File: src/sv/mm4_pkg.sv
// shared constants and types for the 4x4 fixed-point matrix multiplier
// used by mm4_front, mm4_queue, mm4_back and matrix_multiply_4x4_core
package mm4_pkg;

  localparam int Dim        = 4;
  localparam int FracBits   = 16;
  localparam int WordW      = 32;
  localparam int RowIdxW    = $clog2(Dim);
  localparam int QueueDepth = 2;

  typedef logic signed [WordW-1:0] word_t;

  // one loaded row pair, tagged by the front end
  typedef struct packed {
    word_t [Dim-1:0]    a;
    word_t [Dim-1:0]    b;
    logic [RowIdxW-1:0] row;
    logic               last;
  } row_entry_t;

  typedef enum logic {
    BkLoad,
    BkCalc
  } back_state_e;

endpackage

File: src/sv/mm4_queue.sv
// short fifo of tagged rows between front end and back end
// depends on mm4_pkg
module mm4_queue (
  input  logic                clk_i,
  input  logic                rst_ni,
  input  logic                push_i,
  input  mm4_pkg::row_entry_t entry_i,
  output logic                full_o,
  output logic                valid_o,
  input  logic                pop_i,
  output mm4_pkg::row_entry_t entry_o
);

  localparam int PtrW = $clog2(mm4_pkg::QueueDepth);
  localparam int CntW = $clog2(mm4_pkg::QueueDepth + 1);

  mm4_pkg::row_entry_t mem_q [mm4_pkg::QueueDepth];
  logic [PtrW-1:0]     wr_ptr_q, rd_ptr_q;
  logic [CntW-1:0]     count_q;
  logic                do_push, do_pop;

  assign full_o  = (count_q == CntW'(mm4_pkg::QueueDepth));
  assign valid_o = (count_q != '0);
  assign entry_o = mem_q[rd_ptr_q];
  assign do_push = push_i && !full_o;
  assign do_pop  = pop_i && valid_o;

  always_ff @(posedge clk_i or negedge rst_ni) begin
    if (!rst_ni) begin
      wr_ptr_q <= '0;
      rd_ptr_q <= '0;
      count_q  <= '0;
    end else begin
      if (do_push) begin
        wr_ptr_q <= (wr_ptr_q == PtrW'(mm4_pkg::QueueDepth - 1)) ? '0 : wr_ptr_q + 1'b1;
      end
      if (do_pop) begin
        rd_ptr_q <= (rd_ptr_q == PtrW'(mm4_pkg::QueueDepth - 1)) ? '0 : rd_ptr_q + 1'b1;
      end
      if (do_push && !do_pop) begin
        count_q <= count_q + 1'b1;
      end else if (do_pop && !do_push) begin
        count_q <= count_q - 1'b1;
      end
    end
  end

  always_ff @(posedge clk_i) begin
    if (do_push) begin
      mem_q[wr_ptr_q] <= entry_i;
    end
  end

endmodule

File: config.mk
export PLATFORM = sky130hd
export DESIGN_NAME = mm4_queue
export DESIGN_NICKNAME = d
export VERILOG_FILES = /design/src/sv/mm4_pkg.sv /design/src/sv/mm4_queue.sv
export SDC_FILE = /design/constraint.sdc
export NUM_CORES = 1
export LEC_CHECK = 0
export ABC_CLOCK_PERIOD_IN_PS = 13160
export BUFFER_PORTS_ARGS = -buffer_cell sky130_fd_sc_hd__buf_2
export CAP_MARGIN = 0
export CORE_UTILIZATION = 33
export CTS_CLUSTER_SIZE = 8
export DETAILED_ROUTE_END_ITERATION = 10
export SYNTH_ARGS = -nofsm -noshare
export SYNTH_HDL_FRONTEND = slang
export SYNTH_SLANG_ARGS = --single-unit
File: constraint.sdc
create_clock -name clk_i -period 13.16 [get_ports clk_i]
set_clock_uncertainty 0.15 [all_clocks]
set_input_delay 2.632 -clock clk_i [delete_from_list [all_inputs] [get_ports clk_i]]
set_output_delay 2.632 -clock clk_i [all_outputs]
set_load 0.05 [all_outputs]
# ---- Yosys cells after proc, flatten, opt, wreduce, memory -nomap -nowiden
# Memory sizes are Yosys's and may differ from the RTL's.
# Cells that the tools add are included.
dict set report totals {
  out_inout_bits 261
  mem_count 1
  ram_bits 518
  input_bits 263
  register_bits 4
  elab_cells 24
}
# name words word_bits read_ports rd_ports_with_merged_regs write_ports line_no
set mem_list {}
lappend mem_list {mem_q 2 259 1 0 1 mm4_queue.sv:17} ;# mm4_pkg::row_entry_t mem_q [mm4_pkg::QueueDepth];
dict set report classes {
  addsub 4
  muxes 6
  eq_ne 1
  n_reduce_logical 9
}
# operator n
set op_table {}
lappend op_table {{logical AND 1 bit} 4}
lappend op_table {{2-to-1 mux 1 bit} 4}
lappend op_table {{2-to-1 mux 2 bit} 2}
lappend op_table {{nonzero test 2 bit} 2}
lappend op_table {{zero test 1 bit} 3}
lappend op_table {{adder 1 bit (second input constant)} 2}
lappend op_table {{adder 2 x 1 -> 2 bit (second input constant)} 1}
lappend op_table {{== test 2 bit (second input constant)} 1}
lappend op_table {{subtractor 2 x 1 -> 2 bit (second input constant)} 1}

# ---- Depth between registers and ports, before layout
# Gate-level depths: netlist (run 1).
dict set report logic_depth {
  word_depth 7
  mapped_depth 7
  ltp_nobuf 7
}

# ---- Worst setup path before layout (run 1)
# Ideal clock, no wire load.
dict set report synth_timing {
  path_kind {input to register}
  start {input push_i}
  end {memory mem_q[0][0] (netlist name), enable pin}
  stages 2
  n_path_buf 0
  path_slack_ns -1.322
  required_time_ns 12.127
  setup_time_ns 0.883
  arrival_ns 13.449
  path_cell_list {nand2_1 > nor2_1}
}
dict set report synth_via {
  elab_chain_len 3
}
# item line_no
set synth_lines {}
lappend synth_lines {{start, declared} mm4_queue.sv:6} ;# input logic push_i,
lappend synth_lines {{logical AND 1 bit} mm4_queue.sv:25} ;# assign do_push = push_i && !full_o;
lappend synth_lines {{2-to-1 mux 1 bit} mm4_queue.sv:49} ;# if (do_push) begin
lappend synth_lines {{2-to-1 mux 1 bit (not written as such)} mm4_queue.sv:50} ;# mem_q[wr_ptr_q] <= entry_i;
lappend synth_lines {{end, declared} mm4_queue.sv:17}
# Every way passes these cells.

==> run metrics, run 1 <==
Routability Congestion=0.763; setup ws final=6.67 ns; power per cell area=276 mW/mm^2; Crit Path Class=flip-flop to primary output; Critical Path AT=3.70 ns; total CTS buffers=75; Post-synth EDFFs=518; Resize count post-CTS=0; Post-Route Setup TNS=0 ns; post-synth top area share=78.9%; Post-Synth Adder-Cell Area=0.0635%; Hold WC Path Type=flip-flop to flip-flop; max frequency=0.154 GHz; worst-path fanout max=53; cts hold-fix bufs=0; CTS Buffer Depth=3; Die Height=246 microns; dpl cell area=0.0231 sq mm; startpoint types=flip-flop; CTS H-Tree Depth=3; die width=246 microns; Worst setup EP type=primary output; worst skew pair latency=0.59 ns; Compound-Gate Fraction of Synth Area=0%; vias in the first global route=10200; xor/xnor share of the synthesized area=0.222%; Synth area leaders=edfxtp_1, mux2_4, mux2_2; DR WL/cell=18.8 microns; Yosys reg bits=522; Synth Instances=825; CTS clock-pin slew for the worst setup and hold paths=0.05 ns; DRC=0; syn nets=1089; total die area=0.0607 sq mm; crit path time final=6.49 ns; vias=9734; Finished Cell Area=0.0252 sq mm; initial antenna violation count=10; hpwl dp=27300 microns; slowest cell delay on critical path=0.93 ns; Root Buffer=clkbuf_16; Final ANT Viol Nets=0; Placement Setup Slack=7.23 ns; DRT Pass-1 Iters=4; Buf+Inv Stages, Crit Path=3; largest net degree at the start of global routing=145; fin crit share=49.3%; Area Growth Syn to Fin=27.9%; Power Total=0.00697 W; FP Rows=89; cell with the most instances after synthesis=edfxtp_1; Crit path max-delay family=buffers and inverters; largest area contributor in the netlist=edfxtp_1; All-Layer GR Usage=13.0%; Critical Path Slowest Stage Cell=dfrtp_4; setup repair bufs after CTS=0; max cap viols=0; GRT overflow=0; Post-synth top cells=edfxtp_1, mux2_4, mux2_2; Fill cells=5289; Slew Limit Fails=0; RSZ-0062 raised after global routing=no; layout cells sized above 1=61.4%; CTS tree=yes; Synth Warn #=0; largest family of logic cells by synthesized area=multiplexers; run status=finished clean; Routed WL=41500 microns; worst rel slew slack=20.2%; Pleak=9.91 nW; worst vdd ir=202 uV; Port Buffers=523; Post-Syn Area=0.0197 sq mm; synthesized area per cell=23.9 sq um; first-pass GRT wire length=59400 microns; final-stage net count=1668; sequential share of the synthesized area=79.4%; simple-gate portion of the synthesized area=0.171%; R2R Setup Slk=10.19 ns; ys flop type=edfxtp_1; Worst Path Required=10.38 ns; vias per inst=4.41; drt initial violations=425; core area=0.0590 sq mm; Critical Path, Cell by Cell=buf_4, buf_4, mux2_4, buf_2; most used cell, CP=buf_4; Initial Util=33.4%; Sink Count=522; Hold Vio Cnt, Final=0; Async SR Flop Fraction=0.766%; I/O Pins=524; distinct cell type count of the synthesized netlist=15; actual slew at the worst max-slew pin=1.20 ns; Setup-failing EPs final=0; mux cell area share after synthesis=18.6%
==> path summary, 6_finish.rpt <==
check,startpoint,to,depth (start not counted)
worst max-delay path,rd_ptr_q$_DFFE_PN0P_,entry_o[193],4
worst min-delay path,count_q[1]$_DFFE_PN0P_,count_q[1]$_DFFE_PN0P_,1
worst max register to register,count_q[0]$_DFFE_PN0P_,mem_q[0][74]$_DFFE_PP_,5
worst min register to register,count_q[1]$_DFFE_PN0P_,count_q[1]$_DFFE_PN0P_,1
max in group asynchronous,rst_ni,rd_ptr_q$_DFFE_PN0P_,1
min in group asynchronous,rst_ni,count_q[1]$_DFFE_PN0P_,1
==> layout make-up <==
cell class	count	area [sq um]	share of cell area (%)
Clock inverter	8	120	0.476
Antenna cell	5	12.5	0.0496
Multi-Input combinational cell	272	3770	14.9
Clock buffer	93	1970	7.79
Inverter	2	7.51	0.0298
Tap cell	773	967	3.84
Sequential cell	522	15700	62.1
Timing Repair Buffer	531	2720	10.8
==> flip-flops by register name, summed over array words and instances (netlist names) <==
| name | count |
|---|---|
| rd_ptr_q | 1 |
| wr_ptr_q | 1 |
| count_q | 2 |
| mem_q | 518 |
==> placed cells by master, fill, tap and decap left out, types with 2 or more instances in the layout <==
cell type  count
buf_2        523
edfxtp_1     518
mux2_4       200
clkbuf_16     76
mux2_2        59
clkbuf_1      17
diode_2        5
buf_4          5
xnor2_1        3
dfrtp_1        3
buf_12         3
inv_1          2
nand2_1        2
xor2_1         2
clkinv_8       2
inv_16         2
==> cell families after synthesis <==
kind of cell  count (synthesis)
flops                       522
mux                         259
fa+ha+maj                     1
buf+inv                      31
xor+xnor                      5
simple gates                  7
==> per-stage QoR <==
step | utilization, % | hold WS, ns | std cells
after detailed placement | 39.2 | 0.348 | 2100
after CTS | 42.7 | 0.360 | 2201
after floorplan | - | 0.306 | 825
after global routing | 42.7 | 0.374 | 2204
after global placement | 39.2 | 0.328 | 2100
final | 42.7 | 0.357 | 2206
==> per-layer routing <==
layer / global-route usage, % / routed length, microns / vias up / share of wire, %
met5: 0 / 80 / - / 0.19
met4: 4.63 / 888 / 12 / 2.1
met3: 5.25 / 3600 / 73 / 8.7
met2: 22.3 / 21100 / 392 / 51
met1: 14.6 / 15800 / 4811 / 38
li1: - / - / 4446 / -
==> power by group <==
group | internal [W] | switching [W]
Sequential | 0.00228 | 0.000116
Clock | 0.00104 | 0.000669
Combinational | 0.000861 | 0.00199
(Power assumes the default switching activity.)
==> inputs of run 2 (changes only) <==
- ABC_CLOCK_PERIOD_IN_PS: 13160 -> 5700
- clock period: 13.16 -> 5.7 ns (I/O delays scaled with it)
==> run 2 against run 1 <==
  * Critical endpoint is now entry_o[248]
  * Hold slack lost 0.16 ns
  * Die area is the same
  * Clock-buffer cell count rose by 3
  * Routed wire length up 1.9%
  * Highest routed layer unchanged
  * Combinational power increased by 130%
==> run metrics, run 2 (synthesized netlist as in run 1, its figures left out) <==
Setup-failing EPs final=0; Critical Path AT=2.78 ns; Hold Vio Cnt, Final=0; total die area=0.0607 sq mm; vias=9807; setup ws final=1.63 ns; Root Buffer=clkbuf_16; I/O Pins=524; final-stage net count=1677; RSZ-0062 raised after global routing=no; Routed WL=42300 microns; drt initial violations=466; placed cell count=2109; cts hold-fix bufs=0; CTS H-Tree Depth=3; worst-path fanout max=53; Post-Route Setup TNS=0 ns; Post-Route Utilization=42.9%; power per cell area=637 mW/mm^2; setup repair bufs after CTS=0; R2R Path Start=count_q[0]$_DFFE_PN0P_; hpwl dp=28200 microns; Port Buffers=523; crit path time final=4.07 ns; CP Capture Point=entry_o[248]; CTS Buffer Depth=3; worst rel slew slack=32.8%; Crit Path Class=flip-flop to primary output; FP Rows=89; Critical Path, Cell by Cell=buf_4, mux2_2, buf_2; Reg-to-Reg End=mem_q[0][47]$_DFFE_PP_; max frequency=0.246 GHz; vias per inst=4.43; commonest non-fill, non-tap cell in the layout=buf_2; slowest cell delay on critical path=1.06 ns; actual slew at the worst max-slew pin=1.01 ns; largest net degree at the start of global routing=135; Placement Setup Slack=2.19 ns; die width=246 microns; Initial Util=33.4%; initial antenna violation count=9; startpoint types=flip-flop; core area=0.0590 sq mm; DRC=0; max cap viols=0; number of flip-flops in the largest register=518; Worst Path Required=4.41 ns; worst skew pair latency=0.59 ns; Pleak=9.95 nW; fin crit share=71.3%; Regs by FF count=mem_q: 518 flops, count_q: 2 flops; Cell Count, Final, Fillers Out=2212; Sink Count=522; vias in the first global route=10200; most frequent cells in the layout=buf_2, edfxtp_1, mux2_4, clkbuf_16, mux2_2; Routability Congestion=0.743; Hold WC Path Type=input pin to async pin; Top reg by flops=mem_q; GRT overflow=0; WHS=0.197 ns; DRT Pass-1 Iters=4; worst vdd ir=435 uV; CTS tree=yes; layout cells sized above 1=61.6%; first-pass GRT wire length=60300 microns; Worst setup EP type=primary output; All-Layer GR Usage=13.3%; CTS clock-pin slew for the worst setup and hold paths=0.05 ns; DR WL/cell=19.1 microns; Area Growth Syn to Fin=28.3%; Resize count post-CTS=0; R2R Setup Slk=3.32 ns; Die Height=246 microns; Slew Limit Fails=0; Setup crit start=rd_ptr_q$_DFFE_PN0P_; worst reg-to-reg path cell count=4; Critical Path Slowest Stage Cell=dfrtp_4; Final ANT Viol Nets=0; total CTS buffers=75; run status=finished clean
[run 2: cell types whose count changed in the layout (fill, tap and decap cells not counted), sizes merged]
cell,delta
inv,-1
diode,-3
clkinv,-2
buf,+9
clkbuf,+3
[run 2: layout make-up]
type,instances,area (sq um)
Tap cell,773,967
Inverter,2,7.51
Multi-Input combinational cell,272,3770
Fill cell,5250,33700
Clock inverter,5,66.3
Antenna cell,2,5.00
Sequential cell,522,15700
Timing Repair Buffer,540,2820
Clock buffer,96,2000
[run 2: worst min path at each step]
stage / cells past startpoint / slack [ns] / startpoint / to
finish: 1 / 0.20 / rst_ni / rd_ptr_q$_DFFE_PN0P_
global route: 1 / 0.16 / rst_ni / rd_ptr_q$_DFFE_PN0P_
CTS: 1 / 0.15 / rst_ni / rd_ptr_q$_DFFE_PN0P_
detailed placement: 1 / 0.35 / count_q[1]$_DFFE_PN0P_ / count_q[1]$_DFFE_PN0P_
global placement: 1 / 0.32 / count_q[1]$_DFFE_PN0P_ / count_q[1]$_DFFE_PN0P_
floorplan: 1 / 0.31 / count_q[1]$_DFFE_PN0P_ / count_q[1]$_DFFE_PN0P_
[run 2: power breakdown]
group	internal, W	switching (W)	total (W)
clock	0.00242	0.00151	0.00393
sequential	0.00527	0.000287	0.00555
combinational	0.00200	0.00463	0.00663
[run 2: stage by stage]
stage / area (sq um) / power (W)
after global placement: 23200 / 0.0123
after CTS: 25300 / 0.0163
after detailed placement: 23200 / 0.0123
after floorplan: 19700 / 0.0111
final: 25300 / 0.0161
after global routing: 25300 / 0.0167
[run 2: worst max-delay path: cells and delay by family (launching register included)]
kind | cells | cell delay (ns)
flops | 1 | 1.06
buf+inv | 2 | 0.71
mux | 1 | 0.39
[run 2: routing by layer]
metal	track usage [%]	up-vias	routed length [microns]
li1	-	4445	-
met1	15.3	4862	16600
met2	22.1	392	20800
met3	5.50	96	3670
met4	4.81	12	1080
met5	0	-	78
